==> config.mk <==
export PLATFORM = sky130hd
export DESIGN_NAME = csma_div_cell
export DESIGN_NICKNAME = d
export VERILOG_FILES = /design/src/design/csma_pkg.sv /design/src/design/csma_div_cell.sv
export SDC_FILE = /design/constraint.sdc
export NUM_CORES = 1
export LEC_CHECK = 0
export ABC_AREA = 1
export BUFFER_PORTS_ARGS = -buffer_cell sky130_fd_sc_hd__clkbuf_2
export CORE_AREA = 2 2 256 258
export CTS_CLUSTER_SIZE = 20
export DETAILED_ROUTE_END_ITERATION = 12
export DIE_AREA = 0 0 258 260
export PLACE_DENSITY_LB_ADDON = 0.25
export RECOVER_POWER = 50
export SYNTH_ARGS = -nofsm -noshare
export SYNTH_HDL_FRONTEND = slang
export SYNTH_SLANG_ARGS = --single-unit
==> constraint.sdc <==
create_clock -name clk -period 5.6 [get_ports clk]
set_input_delay 1.12 -clock clk [delete_from_list [all_inputs] [get_ports clk]]
set_output_delay 1.12 -clock clk [all_outputs]
set_load 0.005 [all_outputs]
==> src/design/csma_pkg.sv <==
// shared types and constants for the checked scaled mass arithmetic unit
// no dependencies
package csma_pkg;

  localparam int DATA_WIDTH = 64;
  localparam int DIV_STEPS  = 128;

  // largest positive result and magnitude of the most negative result
  localparam logic [63:0] MAX_POS = (64'd1 << (DATA_WIDTH - 1)) - 64'd1;
  localparam logic [63:0] MIN_MAG = 64'd1 << (DATA_WIDTH - 1);
  localparam logic signed [64:0] MAX_S = $signed({1'b0, MAX_POS});
  localparam logic signed [64:0] MIN_S = -$signed({1'b0, MIN_MAG});

  typedef enum logic [1:0] {
    OP_ADD  = 2'd0,
    OP_SUB  = 2'd1,
    OP_MDIV = 2'd2,
    OP_QUANT = 2'd3
  } op_t;

  // control that travels alongside an item
  typedef struct packed {
    op_t         op;
    logic        ok;
    logic        neg;
    logic [63:0] val;
    logic [63:0] dmag;
  } ctl_t;

  // partial remainder and numerator/quotient shift word
  typedef struct packed {
    logic [63:0]  rem;
    logic [127:0] num;
  } div_t;

  // take the low DATA_WIDTH bits, sign-extended
  function automatic logic [63:0] sext(input logic [63:0] x);
    logic signed [63:0] t;
    t = $signed(x << (64 - DATA_WIDTH));
    return 64'(t >>> (64 - DATA_WIDTH));
  endfunction

  function automatic logic [63:0] mag(input logic [63:0] x);
    return x[63] ? (~x + 64'd1) : x;
  endfunction

endpackage

==> src/design/csma_div_cell.sv <==
// one restoring division step: shifts in one numerator bit, yields one quotient bit
// depends on csma_pkg
module csma_div_cell
  import csma_pkg::*;
(
  input  logic clk,
  input  logic rst,
  input  logic in_valid,
  input  ctl_t in_ctl,
  input  div_t in_div,
  output logic out_valid,
  output ctl_t out_ctl,
  output div_t out_div
);

  logic [64:0] t;
  logic        ge;
  logic [64:0] diff;

  always_comb begin
    t    = {in_div.rem, in_div.num[127]};
    ge   = t >= {1'b0, in_ctl.dmag};
    diff = t - {1'b0, in_ctl.dmag};
  end

  always_ff @(posedge clk) begin
    if (rst) begin
      out_valid <= 1'b0;
    end else begin
      out_valid <= in_valid;
    end
  end

  always_ff @(posedge clk) begin
    out_ctl     <= in_ctl;
    out_div.rem <= ge ? diff[63:0] : t[63:0];
    out_div.num <= {in_div.num[126:0], ge};
  end

endmodule

==> flow_summary.ini <==
[sta]
worst_pin_slew_ns = 0.848
slew_headroom = 0.435
setup_viol_count_final = 0
rsz0062_at_grt = no
finalCritPeriodShare = 0.574
finalHoldViolCount = 0
finalSetupTns_ns = 0
final_max_slew_viol_count = 0
layout_min_cycle_time_ns = 3.22
layout_setup_ws_ns = 2.38
max_freq_mhz = 311
hold_slack_ns = 0.654

[global_routing]
overflow = 0
grt_util_met2 = 0.403
grt-busiest-layer = met2
grt_max_degree = 63
antenna_found_initial = 33
grt_util_all_layers = 0.218
grt_pass1_vias = 13680
grt_pass1_wl_um = 102000
grt_util_met1 = 0.233
grt_use_met3 = 0.0830

[logic_synthesis]
synth_top_cell_area_share = 0.476
syn_nets = 2291
synth_area_per_cell_um2 = 7.20
seq_area_frac_synth = 0.476
synth_area_mm2 = 0.0137
yosysWarnings = 0
postSynthRegisterBits = 325
yosysTopAreaCell = dfxtp_1
ys_top_cells_by_area = dfxtp_1 48%, nand2_1 19%, inv_1 10%
synth_cell_types = 35
netlist_instances = 1899

[power_and_ir_drop]
p_sw_mw = 1.94
share_comb_of_total_power = 0.188
ir_worst_vdd_v = 0.000172
cellPowerDensity_mw_per_mm2 = 338
p_int_mw = 4.52
pwr-share-seq = 0.398
p_sw_frac = 0.300
cellLeakagePower_nw = 10.9
finalPower_mw = 6.45
pwr-share-clk = 0.414

[final_layout]
layout.nets = 2969
final_layout_size_suffix_gt1_frac = 0.250
area_delta_synth_final_pct = 39.9
fin_area_mm2 = 0.0191
fin_util = 0.298
fin_cells = 3467

[min_path]
hold_path_class = in2reg
hold-path-cell-count = 1

[run_status]
status = complete, no violations

[critical_path]
cp.required_ns = 6.09
critPathCaptureType = flop
critical_path.top_delay_family = simple AND/OR/NAND/NOR gates
crit_type = in2reg
crit_cells = 17
cp_num_buf_inv = 5
crit_top_cell = nand2_1
worstPathArrival_ns = 3.71
critPathMaxFanout = 62
critPathSlowestCell = buf_4
startpoint_type = input pin
cp_cell_sequence = clkbuf_1 > inv_1 > ha_1 > nand2_1 > inv_1 > nand2_1 > nand2_1 > nand2_1 > nand2_1 > inv_1 > nand2_2 > nand2_1 > nand2_1 > nand2_4 > buf_4 > nand3_1 > nand2_1
slowest_delay_ns = 0.58

[clock_network]
cts.sinks = 325
htreeDepth = 2
cts_buffers = 41
path_clk_slew_ns = 0.06
ctsHoldBuffers = 0
cts_tree = yes
clockBufferDepth = 3
root_buffer = clkbuf_16
cts_setup_buffers = 0
cts_resized = 0

[routing]
viasPerCell = 4.04
vias = 14002
drt_iter0_markers = 841
drc = 0
post_drt_wl_per_cell_um = 22.0
drt_wl_total_um = 76100
firstDrtPassIters = 5
postRouteAntennaNets = 0

[floorplanning]
ioPinCount = 652
die_area_mm2 = 0.0671
die_height_um = 260
core_area_mm2 = 0.0641
rows = 93
die_w_um = 258
initial_core_util = 0.213

[placement]
place_congestion = 0.965
placed_area_mm2 = 0.0179
dp_slack_ns = 1.83
place_inst = 3389
io_buffers = 651
hpwlAfterDp_um = 65900

[flow_run]
maxCapViolCount = 0
## power groups by stage
stage | Sequential (mW) | Clock (mW) | Combinational (mW)
finish | 2.57 | 2.67 | 1.21
global route | 2.59 | 2.86 | 1.35
CTS | 2.57 | 2.77 | 1.26
detailed placement | 2.62 | 0 | 1.25
global placement | 2.62 | 0 | 1.25
floorplan | 2.63 | 0 | 0.564
## cell usage after synthesis (all sizes together)
cell type,n
inv,393
o21bai,1
nand4,9
nand2,697
nor3,12
a21oi,45
nand3,147
or2,1
nand3b,13
buf,15
and2,1
xor2,30
dfxtp,325
xnor2,1
o21ai,7
fa,1
and3,3
nor2,123
a21o,1
ha,64
clkbuf,4
nor4,6
## area by class of cell
cell class	instances	area (um^2)
antenna	7	17.5
clock buffer	54	1140
clock inverter	17	189
fill	7290	45000
inverter	393	1480
multi-input combinational	1162	5550
sequential	325	6510
tap	855	1070
timing repair buffer	654	3160
## layer usage
| layer | up-vias | share of wire |
|---|---|---|
| li1 | 7057 | - |
| met1 | 6287 | 0.37 |
| met2 | 516 | 0.51 |
| met3 | 110 | 0.089 |
| met4 | 32 | 0.024 |
| met5 | - | 0.0029 |
## layout by cell type, fill, tap and decap left out, drive strengths merged, types with 3 or more instances in the layout
cell      count
and3          3
dfxtp       325
diode         7
nand3b       13
nor4          6
nor3         12
clkbuf      704
inv         395
nand4         9
ha           64
nor2        123
o21ai         7
bufinv        3
a21oi        45
clkinv        8
buf           4
xor2         30
nand2       697
clkinvlp      4
nand3       147
## sequential cells by signal, indices dropped and copies added, names as in the netlist
name and count:
out_ctl 132, out_div 192, out_valid 1
## path summary, 6_finish.rpt
check / from / end / slack, ns
hold / removal: in_div[48] / out_div[49] / 0.65
setup / recovery: in_ctl[12] / out_div[190] / 2.38
## cells by family (layout without fill, tap and decap cells)
family | Yosys count | after routing | share of synthesized area
compound gates | 54 | 54 | 0.0204
xor+xnor | 31 | 31 | 0.0199
fa+ha+maj | 65 | 65 | 0.0601
buf+inv | 412 | 1118 | 0.118
flops | 325 | 325 | 0.476
other cells | 0 | 7 | 0
simple gates | 1012 | 1012 | 0.306
Note: power is estimated with default switching activity, not from simulation.
